`src/sv/thpc_pkg.sv`:
```
`default_nettype none
package thpc_pkg;

  // queue between the front and back parts
  localparam int QDEPTH = 4;

  // quotient bits of the pressure divider
  localparam int Q_W = 36;
  // magnitude widths of the pressure numerator, the scaled numerator and the divisor
  localparam int M_W = 62;
  localparam int N_W = M_W + 12;
  localparam int V_W = 39;
  // back pipeline stages ahead of and after the divider
  localparam int PRE_STG = 9;
  localparam int POST_STG = 4;

  localparam logic [Q_W-1:0] Q_LIMIT = Q_W'(64'h8_0000_0000);
  localparam logic signed [32:0] PRESS_MAX = 33'sd33554431;
  localparam logic signed [61:0] HUM_MAX = 62'sd419430400;
  localparam logic [16:0] HUM_TOP = 17'd102400;

  // configuration register index
  typedef enum logic [2:0] {
    REG_TEMP_TRIM = 3'd0,
    REG_PRESS_A   = 3'd1,
    REG_PRESS_B   = 3'd2,
    REG_PRESS_C   = 3'd3,
    REG_HUM_TRIM  = 3'd4
  } reg_idx_t;

  // unpacked trim coefficients
  typedef struct packed {
    logic        [15:0] t1;
    logic signed [15:0] t2;
    logic signed [15:0] t3;
    logic        [15:0] p1;
    logic signed [15:0] p2;
    logic signed [15:0] p3;
    logic signed [15:0] p4;
    logic signed [15:0] p5;
    logic signed [15:0] p6;
    logic signed [15:0] p7;
    logic signed [15:0] p8;
    logic signed [15:0] p9;
    logic        [7:0]  h1;
    logic signed [15:0] h2;
    logic        [7:0]  h3;
    logic signed [11:0] h4;
    logic signed [11:0] h5;
    logic signed [7:0]  h6;
  } trim_t;

  // request handed from front to back
  typedef struct packed {
    logic signed [21:0] tf;
    logic        [19:0] adc_p;
    logic        [15:0] adc_h;
  } item_t;

  // results riding alongside the divider
  typedef struct packed {
    logic               neg;
    logic               guard;
    logic               ovf;
    logic signed [15:0] temp;
    logic        [16:0] hum;
  } side_t;

endpackage
`default_nettype wire

```
`src/sv/thpc_front.sv`:
```
`default_nettype none
module thpc_front (
  input  wire                  clk,
  input  wire                  rst_n,
  input  thpc_pkg::trim_t      trim,
  input  wire                  push,
  output logic                 full,
  input  wire  [19:0]          raw_t,
  input  wire  [19:0]          raw_p,
  input  wire  [15:0]          raw_h,
  input  wire                  q_full,
  output logic                 q_wr,
  output thpc_pkg::item_t      q_item
);
  import thpc_pkg::*;

  logic [2:0]          vf_r;
  logic                adv;
  logic signed [17:0]  diff;
  logic signed [16:0]  d;
  logic signed [33:0]  pa_nxt, dd_nxt;
  logic signed [37:0]  b0_nxt;
  logic signed [24:0]  sum_nxt;
  logic signed [33:0]  f1_pa_r;
  logic [32:0]         f1_dd_r;
  logic [19:0]         f1_ap_r, f2_ap_r;
  logic [15:0]         f1_ah_r, f2_ah_r;
  logic signed [22:0]  f2_a_r;
  logic signed [37:0]  f2_b0_r;
  item_t               f3_item_r;

  assign adv    = !vf_r[2] || !q_full;
  assign full   = !adv;
  assign q_wr   = vf_r[2] && !q_full;
  assign q_item = f3_item_r;

  // fine temperature terms
  assign diff   = 18'($signed({1'b0, raw_t[19:3]})) - 18'($signed({1'b0, trim.t1, 1'b0}));
  assign d      = $signed({1'b0, raw_t[19:4]}) - $signed({1'b0, trim.t1});
  assign pa_nxt = diff * trim.t2;
  assign dd_nxt = d * d;
  assign b0_nxt = $signed({1'b0, f1_dd_r[32:12]}) * trim.t3;
  assign sum_nxt = 25'(f2_a_r) + 25'($signed(f2_b0_r[37:14]));

  // valid bits
  always_ff @(posedge clk) begin
    if (!rst_n) begin
      vf_r <= '0;
    end else if (adv) begin
      vf_r <= {vf_r[1:0], push};
    end
  end

  // data stages
  always_ff @(posedge clk) begin
    if (adv) begin
      f1_pa_r <= pa_nxt;
      f1_dd_r <= dd_nxt[32:0];
      f1_ap_r <= raw_p;
      f1_ah_r <= raw_h;
      f2_a_r  <= $signed(f1_pa_r[33:11]);
      f2_b0_r <= b0_nxt;
      f2_ap_r <= f1_ap_r;
      f2_ah_r <= f1_ah_r;
      if (sum_nxt > 25'sd2097151) begin
        f3_item_r.tf <= 22'sh1FFFFF;
      end else if (sum_nxt < -25'sd2097152) begin
        f3_item_r.tf <= 22'sh200000;
      end else begin
        f3_item_r.tf <= sum_nxt[21:0];
      end
      f3_item_r.adc_p <= f2_ap_r;
      f3_item_r.adc_h <= f2_ah_r;
    end
  end

endmodule
`default_nettype wire

```
`config.mk`:
```
export PLATFORM = sky130hd
export DESIGN_NAME = thpc_front
export DESIGN_NICKNAME = d
export VERILOG_FILES = /design/src/sv/thpc_pkg.sv /design/src/sv/thpc_front.sv
export SDC_FILE = /design/constraint.sdc
export NUM_CORES = 2
export LEC_CHECK = 0
export BUFFER_PORTS_ARGS = -buffer_cell sky130_fd_sc_hd__clkbuf_2
export CAP_MARGIN = 20
export CORE_UTILIZATION = 55
export CTS_BUF_LIST = sky130_fd_sc_hd__clkbuf_16
export DETAILED_ROUTE_END_ITERATION = 6
export GPL_ROUTABILITY_DRIVEN = 1
export PLACE_DENSITY = 0.76
export SYNTH_ARGS = -nofsm -noshare
export SYNTH_HDL_FRONTEND = slang
export SYNTH_SLANG_ARGS = --single-unit
```
`constraint.sdc`:
```
create_clock -name clk -period 11.6 [get_ports clk]
set_input_delay 1.74 -clock clk [delete_from_list [all_inputs] [get_ports clk]]
set_output_delay 1.74 -clock clk [all_outputs]
set_load 0.02 [all_outputs]
```
# Word-level counts from Yosys, hierarchy flattened

Index checks and enable logic that the tools add are counted.

Reductions and logical operators: 5
$lt $le $gt $ge: 2
Add/subtract/negate cells: 3
Muxes and demuxes: 1
$mul: 3

Operator list:

| cell                                                            | count |
|---|---|
| multiplier 22 x 16 -> 38 bit                                    | 1 |
| multiplier 18 x 16 -> 34 bit                                    | 1 |
| multiplier 17 x 17 -> 33 bit                                    | 1 |
| adder 23 x 24 -> 25 bit                                         | 1 |
| greater-than comparator 25 x 22 -> 1 bit, second input constant | 1 |
| less-than comparator 25 x 22 -> 1 bit, second input constant    | 1 |
| 2-to-1 mux 22 bit                                               | 1 |
| subtractor 17 x 17 -> 18 bit                                    | 1 |
| subtractor 16 x 16 -> 17 bit                                    | 1 |
| zero test 1 bit                                                 | 3 |
| logical AND 1 bit                                               | 1 |
| logical OR 1 bit                                                | 1 |

Output and inout port bits: 60
Logic and storage cells: 26
Register bits after elaboration: 261
Input bits: 316

# Depth between registers and ports, before layout

Depth in word-level cells: 3
Depth in mapped cells: 35
Depth with buffers taken out: 34

# Worst setup path after synthesis

OpenSTA, ideal clock, no wires.

Path kind: input-to-output
Start: input port q_full
End: output port full
Setup slack: 2.279 ns
Path buffers: 0
Cell stages on the path: 2
Data required time: 9.860 ns
Arrival: 7.581 ns
Cells stage by stage: nand2_1 > inv_1

Word-level cells in the longest chain between the ends: 3

Ends and longest elaborated chain:

| what             | line             | RTL |
|---|---|---|
| start, declared  | thpc_front.sv:11 | `input wire q_full,` |
| zero test 1 bit  | thpc_front.sv:32 | `assign adv = !vf_r[2] \|\| !q_full;` |
| logical OR 1 bit | thpc_front.sv:32 |  |
| zero test 1 bit  | thpc_front.sv:33 | `assign full = !adv;` |
| end, declared    | thpc_front.sv:7  | `output logic full,` |

Every way passes these cells.

# Final worst setup path

Start: input port raw_t[4]
End: register f1_pa_r[31], data pin

Word-level cells in the longest chain between the ends: 2

Ends and longest elaborated chain:

| what                         | line             | RTL |
|---|---|---|
| start, declared              | thpc_front.sv:8  | `input wire [19:0] raw_t,` |
| subtractor 17 x 17 -> 18 bit | thpc_front.sv:38 | `assign diff = 18'($signed({1'b0, raw_t[19:3]})) - 18'($signed({1'b0, trim.t1, 1'b0}));` |
| multiplier 18 x 16 -> 34 bit | thpc_front.sv:40 | `assign pa_nxt = diff * trim.t2;` |
| via pa_nxt[31]               | thpc_front.sv:21 | `logic signed [33:0] pa_nxt, dd_nxt;` |
| end signal, assigned         | thpc_front.sv:57 | `f1_pa_r <= pa_nxt;` |
| end, declared                | thpc_front.sv:24 | `logic signed [33:0] f1_pa_r;` |

The timed path passes the listed nets, and every way through them passes these cells.
A chain may end at the register's enable or synchronous reset.

==> impl_metrics.env <==
export IMPL_grt_max_degree=86
export IMPL_post_route_drc_count=0
export IMPL_hold_path_class="reg -> reg"
export IMPL_fin_nets=5396
export IMPL_core_area_um2=69200
export IMPL_ant_nets=0
export IMPL_path_common_cell="fa_1"
export IMPL_wl_per_cell_um=17.0
export IMPL_synth_warnings=0
export IMPL_ys_ff_latch=224
export IMPL_cpMaxStageDelayCell="inv_1"
export IMPL_root_buffer="clkbuf_16"
export IMPL_htreeDepth=1
export IMPL_outcome="completed"
export IMPL_clock_sinks=224
export IMPL_gp_congestion=0.870
export IMPL_via_count=25800
export IMPL_ioPinCount=376
export IMPL_first_global_vias=27300
export IMPL_clock_latency_ns=0.53
export IMPL_max_cap_violations=0
export IMPL_synth_cell_types=72
export IMPL_yosys_cell_count_top_type="inv_1"
export IMPL_routed_wl_mm=83.1
export IMPL_rsz0062_at_grt="no"
export IMPL_max_stage_delay_ns=0.56
export IMPL_worst_pin_slew_ns=0.992
export IMPL_dp_cells=4837
export IMPL_ys_flop_type="edfxtp_1"
export IMPL_cts_inserted_buffers=24
export IMPL_synthCells=3829
export IMPL_critPathBufInv=6
export IMPL_syn_to_final_growth_pct=6.72
export IMPL_final_hold_violation_count=0
export IMPL_critPathLaunchType="input pin"
export IMPL_grt_pass1_wl_mm=138
export IMPL_drtIter0Drc=1688
export IMPL_arrival_ns=10.23
export IMPL_synth_nets=5292
export IMPL_antennaDiodeCount=0
export IMPL_grt_use_total_pct=24.5
export IMPL_synth_area_leaders="fa_1, edfxtp_1, ha_1"
export IMPL_syn_area_um2=38700
export IMPL_overflow=0
export IMPL_fp_dieH_um=267
export IMPL_antenna_found_initial=0
export IMPL_synth_edff_count=221
export IMPL_vias_per_cell=5.29
export IMPL_post_route_min_period_ns=9.95
export IMPL_avgSynthCellArea_um2=10.1
export IMPL_setup_violations=0
export IMPL_cpLargestDelayFamily="adder cells"
export IMPL_first_pass_iters=6
export IMPL_die_w_um=267
export IMPL_final_layout_size_suffix_gt1_share_pct=6.93
export IMPL_cts_hold_buf=0
export IMPL_async_flop_share_pct=0
export IMPL_cts_max_path_buffers=3
export IMPL_row_count=96
export IMPL_worstSetupPathType="in -> reg"
export IMPL_yosys_top_cells_count="inv_1, fa_1, nand2_1"
export IMPL_finalMaxSlewViolations=0
export IMPL_synth_largest_area_cell="fa_1"
export IMPL_slew_limit_headroom_pct=33.7
export IMPL_required_ns=11.88
export IMPL_final_cells=4882
export IMPL_worstPathMaxFanout=15
export IMPL_die_area_um2=71500
export IMPL_hold_slack_ns=0.413
export IMPL_endpoint_kind="register"
export IMPL_clkSlewWorstSetupHoldPaths_ns=0.06
export IMPL_fin_tns_setup_ns=0
export IMPL_post_cts_resized=0
export IMPL_clock_fmax_ghz=0.101
export IMPL_io_buffers=164
export IMPL_cts_setup_buffers=0
export IMPL_cts_tree="built"
export IMPL_synth_top_area_share_pct=42.1
export IMPL_start_util_pct=56.0
export IMPL_dpl_hpwl_mm=67.2
export IMPL_skew_ns=0.0168
export IMPL_period_share_pct=85.8
export IMPL_synth_seq_area_share_pct=17.3
-- cells by family (layout without fill, tap and decap cells) --
family | after synthesis | in the layout | share of synthesized area (%)
adder cells (fa/ha/maj) | 1147 | 1147 | 52.8
buffers and inverters | 1111 | 1233 | 10.8
AND/OR/NAND/NOR | 971 | 971 | 11.8
AO/OA/AOI/OAI | 246 | 246 | 4.29
flip-flops | 224 | 224 | 17.3
XOR/XNOR | 127 | 127 | 2.95
multiplexers | 3 | 3 | 0.0840
-- worst register-to-register path, stage by stage, from the launching register on --
cell,delay (ns)
edfxtp_1,0.87
nand2_1,0.18
fa_1,0.57
inv_1,0.06
fa_1,0.54
inv_1,0.06
fa_1,0.48
fa_1,0.56
inv_1,0.05
fa_1,0.51
inv_1,0.06
fa_1,0.35
inv_1,0.07
ha_1,0.23
a21oi_1,0.37
and3b_1,0.24
o311a_1,0.29
a211oi_2,0.33
nor2_1,0.19
a211o_1,0.35
a21o_1,0.20
a21oi_1,0.18
xnor2_1,0.23
-- cells in the final DEF (no fill, tap or decap), drive strengths merged, types with 15 or more instances in the layout --
master / count
a21o: 33
a21oi: 62
and2: 218
and3: 18
buf: 36
clkbuf: 188
clkinv: 15
edfxtp: 221
fa: 814
ha: 333
inv: 992
nand2: 470
nand2b: 29
nand3: 17
nor2: 129
nor2b: 25
nor3: 19
o21a: 16
o21ai: 59
o21bai: 15
xnor2: 87
xor2: 40
-- layout make-up --
type                    instances  area, µm²
clock buffers                  24        601
repair buffers                200       1110
inverters                     989       3710
flip-flops and latches        224       6700
multi-input cells            2494      27900
clock inverters                20        166
fillers                      5754      27800
well taps                     931       1160
-- registers in the layout (all words and copies together) (netlist names) --
register,flops
q_item,58
f2_b0_r,24
f1_pa_r,23
f2_a_r,23
f1_dd_r,21
f1_ap_r,20
f2_ap_r,20
f1_ah_r,16
f2_ah_r,16
vf_r,3
-- stage by stage --
step	utilization, %	setup WS (ns)	area [µm²]
2_1_floorplan	-	2.28	38700
3_3_place_gp	58.6	1.18	40500
3_5_place_dp	58.6	1.08	40500
4_1_cts	59.7	1.64	41300
5_1_grt	59.8	1.05	41300
6_report	59.8	1.65	41300
-- worst paths after layout --
check / startpoint / endpoint / cells after the start / slack [ns]
max: raw_t[4] / f1_pa_r[31]$_DFFE_PN_ / 32 / 1.65
min: f1_ap_r[19]$_DFFE_PN_ / f2_ap_r[19]$_DFFE_PN_ / 0 / 0.41
max reg2reg: f1_dd_r[22]$_DFFE_PN_ / f2_b0_r[29]$_DFFE_PN_ / 22 / 4.41
min reg2reg: f1_ap_r[19]$_DFFE_PN_ / f2_ap_r[19]$_DFFE_PN_ / 0 / 0.41
-- metal layers --
layer	GRT usage [%]	wire length, µm	vias up
met3	3.42	5600	162
met5	0	0	-
li1	-	-	11600
met2	42.7	41500	897
met1	32.1	33800	13100
met4	6.06	2170	0
Power is not shown: default switching activity piles up to over one toggle a cycle in this logic, so the estimate is an artifact.
