--- config.mk ---
export PLATFORM = sky130hd
export DESIGN_NAME = thpc_fifo
export DESIGN_NICKNAME = d
export VERILOG_FILES = /design/src/sv/thpc_pkg.sv /design/src/sv/thpc_fifo.sv
export SDC_FILE = /design/constraint.sdc
export NUM_CORES = 1
export LEC_CHECK = 0
export BUFFER_PORTS_ARGS = -buffer_cell sky130_fd_sc_hd__buf_2
export CORE_MARGIN = 5
export CORE_UTILIZATION = 57
export DETAILED_ROUTE_END_ITERATION = 7
export PLACE_DENSITY = 0.84
export SLEW_MARGIN = 20
export SYNTH_ARGS = -nofsm -noshare
export SYNTH_HDL_FRONTEND = slang
export SYNTH_SLANG_ARGS = --single-unit
--- constraint.sdc ---
create_clock -name clk -period 2.8 [get_ports clk]
set_input_delay 0.56 -clock clk [delete_from_list [all_inputs] [get_ports clk]]
set_output_delay 0.56 -clock clk [all_outputs]
set_load 0.05 [all_outputs]
--- src/sv/thpc_pkg.sv ---
`default_nettype none
package thpc_pkg;

  // queue between the front and back parts
  localparam int QDEPTH = 4;

  // quotient bits of the pressure divider
  localparam int Q_W = 36;
  // magnitude widths of the pressure numerator, the scaled numerator and the divisor
  localparam int M_W = 62;
  localparam int N_W = M_W + 12;
  localparam int V_W = 39;
  // back pipeline stages ahead of and after the divider
  localparam int PRE_STG = 9;
  localparam int POST_STG = 4;

  localparam logic [Q_W-1:0] Q_LIMIT = Q_W'(64'h8_0000_0000);
  localparam logic signed [32:0] PRESS_MAX = 33'sd33554431;
  localparam logic signed [61:0] HUM_MAX = 62'sd419430400;
  localparam logic [16:0] HUM_TOP = 17'd102400;

  // configuration register index
  typedef enum logic [2:0] {
    REG_TEMP_TRIM = 3'd0,
    REG_PRESS_A   = 3'd1,
    REG_PRESS_B   = 3'd2,
    REG_PRESS_C   = 3'd3,
    REG_HUM_TRIM  = 3'd4
  } reg_idx_t;

  // unpacked trim coefficients
  typedef struct packed {
    logic        [15:0] t1;
    logic signed [15:0] t2;
    logic signed [15:0] t3;
    logic        [15:0] p1;
    logic signed [15:0] p2;
    logic signed [15:0] p3;
    logic signed [15:0] p4;
    logic signed [15:0] p5;
    logic signed [15:0] p6;
    logic signed [15:0] p7;
    logic signed [15:0] p8;
    logic signed [15:0] p9;
    logic        [7:0]  h1;
    logic signed [15:0] h2;
    logic        [7:0]  h3;
    logic signed [11:0] h4;
    logic signed [11:0] h5;
    logic signed [7:0]  h6;
  } trim_t;

  // request handed from front to back
  typedef struct packed {
    logic signed [21:0] tf;
    logic        [19:0] adc_p;
    logic        [15:0] adc_h;
  } item_t;

  // results riding alongside the divider
  typedef struct packed {
    logic               neg;
    logic               guard;
    logic               ovf;
    logic signed [15:0] temp;
    logic        [16:0] hum;
  } side_t;

endpackage
`default_nettype wire

--- src/sv/thpc_fifo.sv ---
`default_nettype none
module thpc_fifo #(
  parameter int DEPTH = 4
) (
  input  wire                  clk,
  input  wire                  rst_n,
  input  wire                  wr_en,
  input  thpc_pkg::item_t      wdata,
  input  wire                  rd_en,
  output thpc_pkg::item_t      rdata,
  output logic                 full,
  output logic                 empty
);
  import thpc_pkg::*;

  localparam int AW = (DEPTH > 1) ? $clog2(DEPTH) : 1;
  localparam int CW = $clog2(DEPTH + 1);

  item_t           slot_r [0:DEPTH-1];
  logic [AW-1:0]   wp_r, rp_r;
  logic [CW-1:0]   cnt_r;

  assign full  = (cnt_r == CW'(DEPTH));
  assign empty = (cnt_r == '0);
  assign rdata = slot_r[rp_r];

  // storage
  always_ff @(posedge clk) begin
    if (wr_en) begin
      slot_r[wp_r] <= wdata;
    end
  end

  // pointers and fill count
  always_ff @(posedge clk) begin
    if (!rst_n) begin
      wp_r  <= '0;
      rp_r  <= '0;
      cnt_r <= '0;
    end else begin
      if (wr_en) begin
        wp_r <= (wp_r == AW'(DEPTH - 1)) ? '0 : wp_r + 1'b1;
      end
      if (rd_en) begin
        rp_r <= (rp_r == AW'(DEPTH - 1)) ? '0 : rp_r + 1'b1;
      end
      if (wr_en && !rd_en) begin
        cnt_r <= cnt_r + 1'b1;
      end else if (rd_en && !wr_en) begin
        cnt_r <= cnt_r - 1'b1;
      end
    end
  end

endmodule
`default_nettype wire

-- Word-level counts from Yosys, hierarchy flattened
Memory sizes are Yosys's and may differ from the RTL's. A register that Yosys moved wholly into a read port is not among the register bits.
Cells that the tools add are included.
- bits in writable memories: 232
- logic and storage cells: 25
- memories: 1
- latch bits: 0
- ROM bits: 0
- flip-flop bits (word level): 7
- bits of input ports: 62
- output and inout bits: 60
- multiply operators: 0
- muxes and demuxes: 8
- $lt $le $gt $ge: 0
- add/sub/neg operators: 4
- reductions and logical operators: 6
- eq/ne operators: 3
- divide/modulo/power cells: 0
- bitwise gates (word level): 0
- shifts and indexed selects: 0
- memory list (name ; words ; bits a word ; rd ports ; clocked after Yosys merged registers in ; write ports ; line ; text):
    slot_r ; 4 ; 58 ; 1 ; 1 ; 1 ; thpc_fifo.sv:19 ; item_t slot_r [0:DEPTH-1];
- operators by type and width (cell ; count):
    2-to-1 mux 2 bit ; 4
    2-to-1 mux 3 bit ; 2
    adder 2 x 1 -> 2 bit (second input constant) ; 2
    equality test 2 bit (second input constant) ; 2
    adder 3 x 1 -> 3 bit (second input constant) ; 1
    equality test 3 bit (second input constant) ; 1
    zero test 3 bit ; 1
    subtractor 3 x 1 -> 3 bit (second input constant) ; 1
    logical AND 1 bit ; 2
    zero test 1 bit ; 2
    2-to-1 mux 1 bit ; 2
    nonzero test 2 bit ; 1

-- Depth between registers and ports, before layout
Gate-level depths: netlist (run 1).
- depth in word-level cells: 4
- gate-level depth with buffers: 7
- mapped depth without buffers: 7

-- Worst setup path after synthesis (run 1)
Ideal clock, no wire load.
- path kind: input-to-reg
- from: in wr_en
- to: mem slot_r[0][0] (netlist name) (enable)
- data required time: 2.378 ns
- stages on the path: 1
- buffers on the path: 0
- setup time: 0.422 ns
- data arrival time: 1.933 ns
- path slack: 0.445 ns
- cell sequence: and2_1
- longest elaborated chain between the ends: 2
- ends and longest elaborated chain (what ; line ; text):
    from (decl) ; thpc_fifo.sv:7 ; input wire wr_en,
    2-to-1 mux 1 bit ; thpc_fifo.sv:29 ; if (wr_en) begin
    2-to-1 mux 1 bit (not written as such) ; thpc_fifo.sv:30 ; slot_r[wp_r] <= wdata;
    to (decl) ; thpc_fifo.sv:19 ;
No other way between the ends.

==> impl_results.md, run 1 <==
* Total Nets Final at between 500 and 600
* Die H at between 100 and 150 µm
* GRT Total Usage at 0.173
* CTS tree: done
* Hold-fix buffers, CTS at 0
* Syn_nets at around 420
* I/O pin cnt at 122
* Syn Inst Count at between 300 and 400
* CP Capture Point: rdata[38]
* Seq/Total Area, Yosys at 0.807
* Seq pwr share at 0.497
* Vias in the first global route at around 4300
* Req. time, crit path at 2.24 ns
* Status: completed
* Via Count at slightly below 4000
* Total of max-cap violations at 0
* TNS Setup at 0 ns
* Static leakage at between 3 and 4 nW
* WL final at about 15 mm
* Path category of the worst min-delay check: primary input to flip-flop
* Yosys warns at 0
* Logic gate share of total power at 0.123
* Drt pass-1 iters at 4
* Crit-path max FO at 30
* Post-DP HPWL at about 9.4 mm
* ANT cells at 0
* Worst slew margin at 0.668
* Switching Fraction at 0.234
* Core Util, Final at 0.690
* Worst Tran Pin Value at between 0.4 and 0.5 ns
* R2R Setup Slk at 1.22 ns
* Sw power at about 2 mW
* Post-CTS Setup Inserts at 0
* Commonest cells after routing, fill and taps aside: edfxtp_1 (232), buf_2 (121), mux4_2 (58), clkbuf_16 (23), buf_4 (10)
* PostCTS Resize Cnt at 0
* Largest net degree at the start of global routing at 34
* Clk sinks at 241
* CTS H-tree lvls at 1
* Setup-failing EPs final at 0
* Final Critical Period at around 2.5 ns
* Clk pwr share at 0.379
* Max Fclk at approximately 400 MHz
* Reg2reg end: slot_r[3][37]
* Clock buffer depth at 3
* Die X at roughly 130 µm
* DRC violations left at 0
* Root buf cell: clkbuf_16
* Mapped cell area at 8850 µm²
* Fin crit share at 0.890
* TritonCTS buffer count at 23
* Core Rows at 45
* CP Launch Type: flip-flop
* Die Area at approximately 18000 µm²
* Antenna-violating nets left at 0
* Crit path kind: flip-flop to output pin
* Peak supply drop at approximately 530 µV
* Hold slack final at 0.282 ns
* Core area at 15200 µm²
* Global-route wire length before repair at between 20 and 25 mm
* Most common cell after layout, fill and taps aside: edfxtp_1
* Power Dens Cells at ~800 nW/µm²
* Final non-filler cell total at around 690
* Crit end category: output pin
* RSZ-0062 raised after global routing: no
* GRT overflow at 0
* Routed vias/inst at between 5 and 6
* Drt first-iter violations at between 200 and 250
* Min setup slack post-route at 0.309 ns
* Clock transition at path regs at roughly 0.060 ns
* # placed instances at about 660
* Hold Violations, Final at 0
* Synth cell types at 23
* Initial Util at 0.582
* Arrival time at the worst endpoint at 1.93 ns
* Syn_area_per_cell at about 26 µm²
* Post-route cell area at ~10000 µm²
* Seq cells post-synth at 241
* Final Slew Violations at 0
* Area of placed instances at between 9000 and 10000 µm²
* Antenna violations before repair at 0
* DR WL/cell at between 20 and 25 µm
* FF-to-FF path depth at 3
* Post-place setup slack at approximately 0.68 ns
* Final GP Congestion at between 0.6 and 0.7
* Layout area overhead at 18.4%
* Clock skew at around 0.0078 ns
* Total power at between 8 and 9 mW
* Pint at about 6.4 mW
* Share of layout cells above drive strength 1 at 0.455
* Worst skew pair latency at between 0.4 and 0.5 ns
* Reg-to-Reg Start: wp_r[0]
* Port Buffers at between 100 and 150
[cell type report]
| class | count | area [µm²] |
|---|---|---|
| flip-flops and latches | 241 | 7150 |
| clock inverters | 11 | 181 |
| repair buffers | 133 | 721 |
| clock buffers | 28 | 604 |
| well taps | 188 | 235 |
| multi-input cells | 89 | 1570 |
| fillers | 938 | 4720 |
| inverters | 4 | 15.0 |
[worst min-delay path by stage]
stage	from	end	slack, ns	cells after the start
final	wdata[3]	slot_r[2][3]	0.28	1
after global routing	wdata[21]	slot_r[0][21]	0.25	1
after CTS	wdata[44]	slot_r[3][44]	0.26	1
after detailed placement	cnt_r[2]	cnt_r[2]	0.53	2
after global placement	cnt_r[2]	cnt_r[2]	0.49	2
after floorplan	cnt_r[2]	cnt_r[2]	0.47	2
[layer usage]
layer | global-route usage | share of wire
met5 | 0 | 0
met1 | 0.221 | 0.39
met2 | 0.303 | 0.54
met4 | 0.0464 | 0.013
met3 | 0.0406 | 0.061
[synthesized netlist by cell type]
library cell,number,area share
mux2i_1,4,0.0045
dfxtp_1,9,0.020
o21ai_0,1,0.00056
a21boi_0,1,0.00085
buf_6,1,0.0013
buf_12,3,0.0068
nor2_1,1,0.00042
and2_1,5,0.0035
edfxtp_1,232,0.79
buf_1,3,0.0013
or3_1,1,0.00071
xnor2_1,1,0.00099
mux4_2,58,0.15
fa_1,1,0.0023
nor3b_1,1,0.00085
xor2_1,1,0.00099
buf_2,3,0.0017
buf_4,3,0.0025
inv_1,4,0.0017
o21a_1,1,0.00085
nor2b_1,5,0.0035
nor3_1,2,0.0011
ha_1,6,0.0085
[state kept, by name (all words and copies together), names as in the netlist, named ones only]
name / count
slot_r: 232
rp_r: 2
wp_r: 2
cnt_r: 3
[power groups by stage]
stage	clock network, mW	logic [mW]	registers (mW)
6_report	3.18	1.04	4.18
5_1_grt	3.43	1.10	4.19
4_1_cts	3.25	1.06	4.18
3_5_place_dp	0	1.05	4.25
3_3_place_gp	0	1.03	4.24
2_1_floorplan	0	0.785	4.24
[kinds of logic (layout without fill, tap and decap cells)]
| group | count (synthesis) | after routing | share of synthesized area |
|---|---|---|---|
| muxes | 62 | 62 | 0.152 |
| buffers and inverters | 17 | 176 | 0.0153 |
| DFF | 241 | 241 | 0.807 |
| AOI/OAI and AO/OA | 3 | 3 | 0.00226 |
| and+or+nand+nor | 15 | 15 | 0.0102 |
| adders and majority gates | 7 | 7 | 0.0107 |
| xor gates and xnor gates | 2 | 2 | 0.00198 |
[worst max-delay path: stages (launching register included)]
cell	delay, ns
dfxtp_4	0.37
buf_12	0.24
mux4_2	0.56
buf_2	0.23
(Power assumes the default switching activity.)
==> run 2: changes to the inputs <==
ABC_AREA = 1   (was not set)
==> impl_results.md, run 2 <==
* Syn_area_per_cell at roughly 15 µm²
* Die Area at about 19000 µm²
* GRT overflow at 0
* Total Nets Final at between 800 and 900
* Hold Violations, Final at 0
* Multi-input gate area at 1620 µm²
* Static leakage at ~3.8 nW
* Drt pass-1 iters at 5
* Pint at ~6.6 mW
* Crit-path max FO at 28
* Core area at between 15000 and 20000 µm²
* Synth area leader: edfxtp_1
* Sw power at about 2.2 mW
* Top flop regs: slot_r: 232 flops, cnt_r: 3 flops
* I/O pin cnt at roughly 120
* Share of the synthesized area in the top cell type at 0.765
* Most common cell after layout, fill and taps aside: edfxtp_1
* Die X at approximately 140 µm
* Worst Tran Pin Value at about 0.48 ns
* Mapped cell area at ~9100 µm²
* Final GP Congestion at ~0.76
* Total power at roughly 8.8 mW
* Crit path kind: flip-flop to output pin
* Worst slew margin at 0.679
* Clk pwr share at 0.395
* Drt first-iter violations at about 410
* Clock skew at approximately 0.016 ns
* Share of layout cells above drive strength 1 at 0.247
* Req. time, crit path at roughly 2.2 ns
* Seq/Total Area, Yosys at 0.785
* Syn_nets at 689
* Top cells by count, synth: edfxtp_1 (232), nor2_1 (116), o21ai_0 (113)
* TritonCTS buffer count at 24
* Status: completed
* Final Slew Violations at 0
* Fillcell total at 1091
* Setup-failing EPs final at 0
* Min-delay src: wdata[2]
* Power Dens Cells at between 800 and 900 nW/µm²
* Commonest cells after routing, fill and taps aside: edfxtp_1 (232), buf_2 (121), nor2_1 (116), o21ai_0 (113), o22ai_1 (58)
* WL final at roughly 19 mm
* Root buf cell: clkbuf_16
* Arrival time at the worst endpoint at between 2 and 2.5 ns
* Seq pwr share at 0.473
* DR WL/cell at between 15 and 20 µm
* Worst skew pair latency at approximately 0.50 ns
* CTS tree: done
* Initial Util at 0.577
* Routed vias/inst at 5.65
* Port Buffers at about 120
* Syn Inst Count at slightly above 600
* Clock buffer depth at 3
* Post-synth EDFFs at 232
* Largest net degree at the start of global routing at 59
* Total of max-cap violations at 0
* Layout area overhead at 18.6%
* Die H at about 140 µm
* Hold-fix buffers, CTS at 0
* Switching Fraction at 0.251
* Area contributors post-synth: edfxtp_1 (77%), o21ai_0 (6.2%), nor2_1 (4.8%)
* Post-synth top flop: edfxtp_1
* RSZ-0062 raised after global routing: no
* Via Count at ~5500
* Logic gate share of total power at 0.133
* Yosys warns at 0
* CP Launch Type: flip-flop
* Seq cells post-synth at 241
* Antenna violations before repair at 1
* Async S/R FF share, synth at 0
* Register with the most flip-flops: slot_r
* DRC violations left at 0
* Fin crit share at 0.965
* Max FFs per register at 232
* FF/Latch Area at slightly above 7000 µm²
* Final Critical Period at 2.70 ns
* Post-DP HPWL at between 10 and 15 mm
* Antenna-violating nets left at 0
* Clk sinks at 241
* Cell with the most instances after synthesis: edfxtp_1
* GRT Total Usage at 0.202
* Vias in the first global route at 5660
* Core Rows at 46
* Crit end category: output pin
* Max Fclk at approximately 370 MHz
* Peak supply drop at 535 µV
* CTS H-tree lvls at 1
* TNS Setup at 0 ns
* Synth cell types at 26
* Path category of the worst min-delay check: primary input to flip-flop
* Global-route wire length before repair at slightly below 30 mm
* Clock transition at path regs at about 0.06 ns
* Reg-to-Reg Start: wp_r[0]
run 2: layer usage:
layer | up-vias | wire, µm | GRT usage
met3 | 35 | 1390 | 0.0470
met2 | 194 | 9750 | 0.358
met5 | - | 12 | 0
li1 | 2569 | - | -
met1 | 2729 | 7650 | 0.253
met4 | 2 | 323 | 0.0470
run 2: logic make-up after synthesis:
logic type | count (synthesis) | synth area share
flip-flops | 241 | 0.785
AO/OA/AOI/OAI | 180 | 0.107
XOR/XNOR | 1 | 0.000962
adder cells (fa/ha/maj) | 7 | 0.0104
buffers and inverters | 53 | 0.0368
AND/OR/NAND/NOR | 138 | 0.0600
run 2: layout make-up:
type,count,area share
flip-flops and latches,241,0.662
clock buffers,32,0.0622
diodes,1,0.000232
well taps,216,0.0250
repair buffers,135,0.0738
clock inverters,12,0.0197
multi-input cells,326,0.150
inverters,16,0.00672
run 2: worst paths after layout:
path	to	slack, ns	cells after the start
hold / removal	slot_r[2][2]	0.27	1
hold reg to reg	wp_r[1]	0.55	2
setup / recovery	rdata[39]	0.1	4
setup reg to reg	slot_r[2][51]	1.36	5
run 2: repair_timing:
item / in CTS / in global routing
endpoints found under the setup margin: 29 / 5
endpoints found under the hold margin: 0 / 0
resized for setup: 4 / 3
setup buffers: 1 / 0
run 2: per-stage QoR:
step                hold WS, ns   util  instance area (µm²)  worst slack [ns]  instances
global placement          0.505  0.626                 9880             0.474        933
floorplan                 0.490      -                 9110             0.662        620
global route              0.249  0.685                10800           0.00895        978
CTS                       0.251  0.684                10800            0.0653        978
finish                    0.266  0.685                10800            0.0987        979
detailed placement        0.542  0.626                 9880             0.329        933
run 2: power by group through the flow:
stage	clock [mW]	combinational (mW)	sequential, mW
floorplan	0	0.856	4.23
global placement	0	1.13	4.25
detailed placement	0	1.16	4.26
CTS	3.55	1.18	4.18
global route	3.70	1.25	4.19
finish	3.49	1.17	4.18
run 2: worst max-delay path, stage by stage (launching register included):
cell	delay [ns]
dfxtp_4	0.54
buf_4	0.36
o21ai_0	0.15
o22ai_1	0.25
buf_2	0.32
==> run 3: changes to the inputs <==
CORE_UTILIZATION = 59   (was 57)
CTS_BUF_LIST = sky130_fd_sc_hd__clkbuf_2   (was not set)
PLACE_DENSITY = 0.86   (was 0.84)
==> impl_results.md, run 3 (synthesis gave the netlist of run 2 again) <==
* Total of max-cap violations at 0
* Req. time, crit path at ~2.2 ns
* Path category of the worst min-delay check: primary input to flip-flop
* Hold slack final at about 0.099 ns
* Clock skew at roughly 0.021 ns
* Most common cell after layout, fill and taps aside: edfxtp_1
* Register with the most flip-flops: slot_r
* Final GP Congestion at around 0.82
* CTS tree: done
* Total power at a little under 8 mW
* TritonCTS buffer count at 57
* Arrival time at the worst endpoint at between 2 and 2.5 ns
* Routed vias/inst at ~5.6
* Status: completed
* Setup-failing EPs final at 0
* Worst skew pair latency at just under 0.8 ns
* DRC violations left at 0
* Peak supply drop at 442 µV
* Static leakage at about 4.2 nW
* CTS H-tree lvls at 2
* Drt first-iter violations at between 600 and 700
* Worst Hold Depth at 3
* DR WL/cell at 19.5 µm
* Clock buffer depth at 3
* Crit end category: output pin
* WL final at 21.1 mm
* GRT overflow at 0
* R2R Setup Slk at between 1 and 1.5 ns
* Via Count at 6108
* Max Fclk at ~370 MHz
* Antenna-violating nets left at 0
* Fin crit share at 0.968
* Worst slew margin at 0.721
* FF-to-FF path depth at 4
* Initial Util at 0.601
* Layout area overhead at 24.3%
* Port Buffers at 121
* Vias in the first global route at about 6400
* Die H at 134 µm
* Clock transition at path regs at around 0.11 ns
* Share of layout cells above drive strength 1 at 0.281
* Die X at 134 µm
* Crit-path max FO at 25
* RSZ-0062 raised after global routing: yes
* Final Critical Period at 2.71 ns
* CP Launch Type: flip-flop
* Power Dens Cells at 685 nW/µm²
* I/O pin cnt at around 120
* Largest net degree at the start of global routing at between 50 and 60
* Total Nets Final at between 900 and 1000
* Crit path kind: flip-flop to output pin
* Final Slew Violations at 0
* Antenna violations before repair at 1
* Root buf cell: clkbuf_2
* Die Area at around 18000 µm²
* Max FFs per register at around 230
* Post-DP HPWL at around 11 mm
* Hold Violations, Final at 0
* Core area at ~15000 µm²
* Core Rows at 45
* GRT Total Usage at 0.227
* Global-route wire length before repair at 32.2 mm
* Top flop regs: slot_r: 232 flops, cnt_r: 3 flops
* Commonest cells after routing, fill and taps aside: edfxtp_1 (232), nor2_1 (116), o21ai_0 (105), buf_2 (81), clkbuf_2 (78)
* Clk sinks at ~240
* Drt pass-1 iters at 5
* Worst Tran Pin Value at 0.419 ns
[run 3: where the power goes]
part           internal, mW  total [mW]  switching [mW]
clock                 0.866        2.22            1.36
combinational         0.414        1.37           0.957
sequential             4.11        4.17          0.0565
[run 3: timing repair]
item | in CTS | in global routing
hold buffers | 59 | 0
hold endpoints to repair | 237 | 0
gates cloned | 1 | 3
setup buffers | 5 | 0
setup endpoints to repair | 58 | 55
resized for setup | 32 | 52
pin swaps | 0 | 4
[run 3: final timing paths]
| check | from | to |
|---|---|---|
| max | flip-flop | rdata[7] |
| min | rd_en | rp_r[1] |
| max reg2reg | wp_r[0] | slot_r[3][32] |
| min reg2reg | wp_r[1] | wp_r[1] |
[run 3: area by class of cell]
class | count | area [µm²]
Antenna cell | 1 | 2.50
Clock buffer | 78 | 390
Clock inverter | 29 | 144
Fill cell | 927 | 3820
Inverter | 16 | 76.3
Multi-Input combinational cell | 326 | 1650
Sequential cell | 241 | 7150
Tap cell | 188 | 235
Timing Repair Buffer | 202 | 1660
Timing Repair inverter | 1 | 11.3
[run 3: metal layers]
layer,vias up,global-route usage,share of wire,routed length [µm]
li1,2816,-,-,-
met1,2986,0.280,0.40,8430
met2,281,0.398,0.51,10800
met3,25,0.0593,0.074,1570
met4,0,0.0662,0.012,263
met5,-,0,0,0
[run 3: stage by stage]
stage / area, µm² / setup slack (ns) / util / std cells / setup TNS [ns]
floorplan: 9110 / 0.662 / - / 620 / 0
global placement: 9850 / 0.487 / 0.650 / 906 / 0
detailed placement: 9850 / 0.461 / 0.650 / 906 / 0
CTS: 11100 / -0.0166 / 0.735 / 1078 / -0.0381
global route: 11300 / -0.0458 / 0.748 / 1082 / -0.178
finish: 11300 / 0.0908 / 0.748 / 1082 / 0
[run 3: critical path, stage by stage, from the launching register on]
cell	delay [ns]
dfxtp_4	0.50
buf_4	0.23
inv_8	0.10
o21ai_0	0.22
o22ai_1	0.10
buf_2	0.22
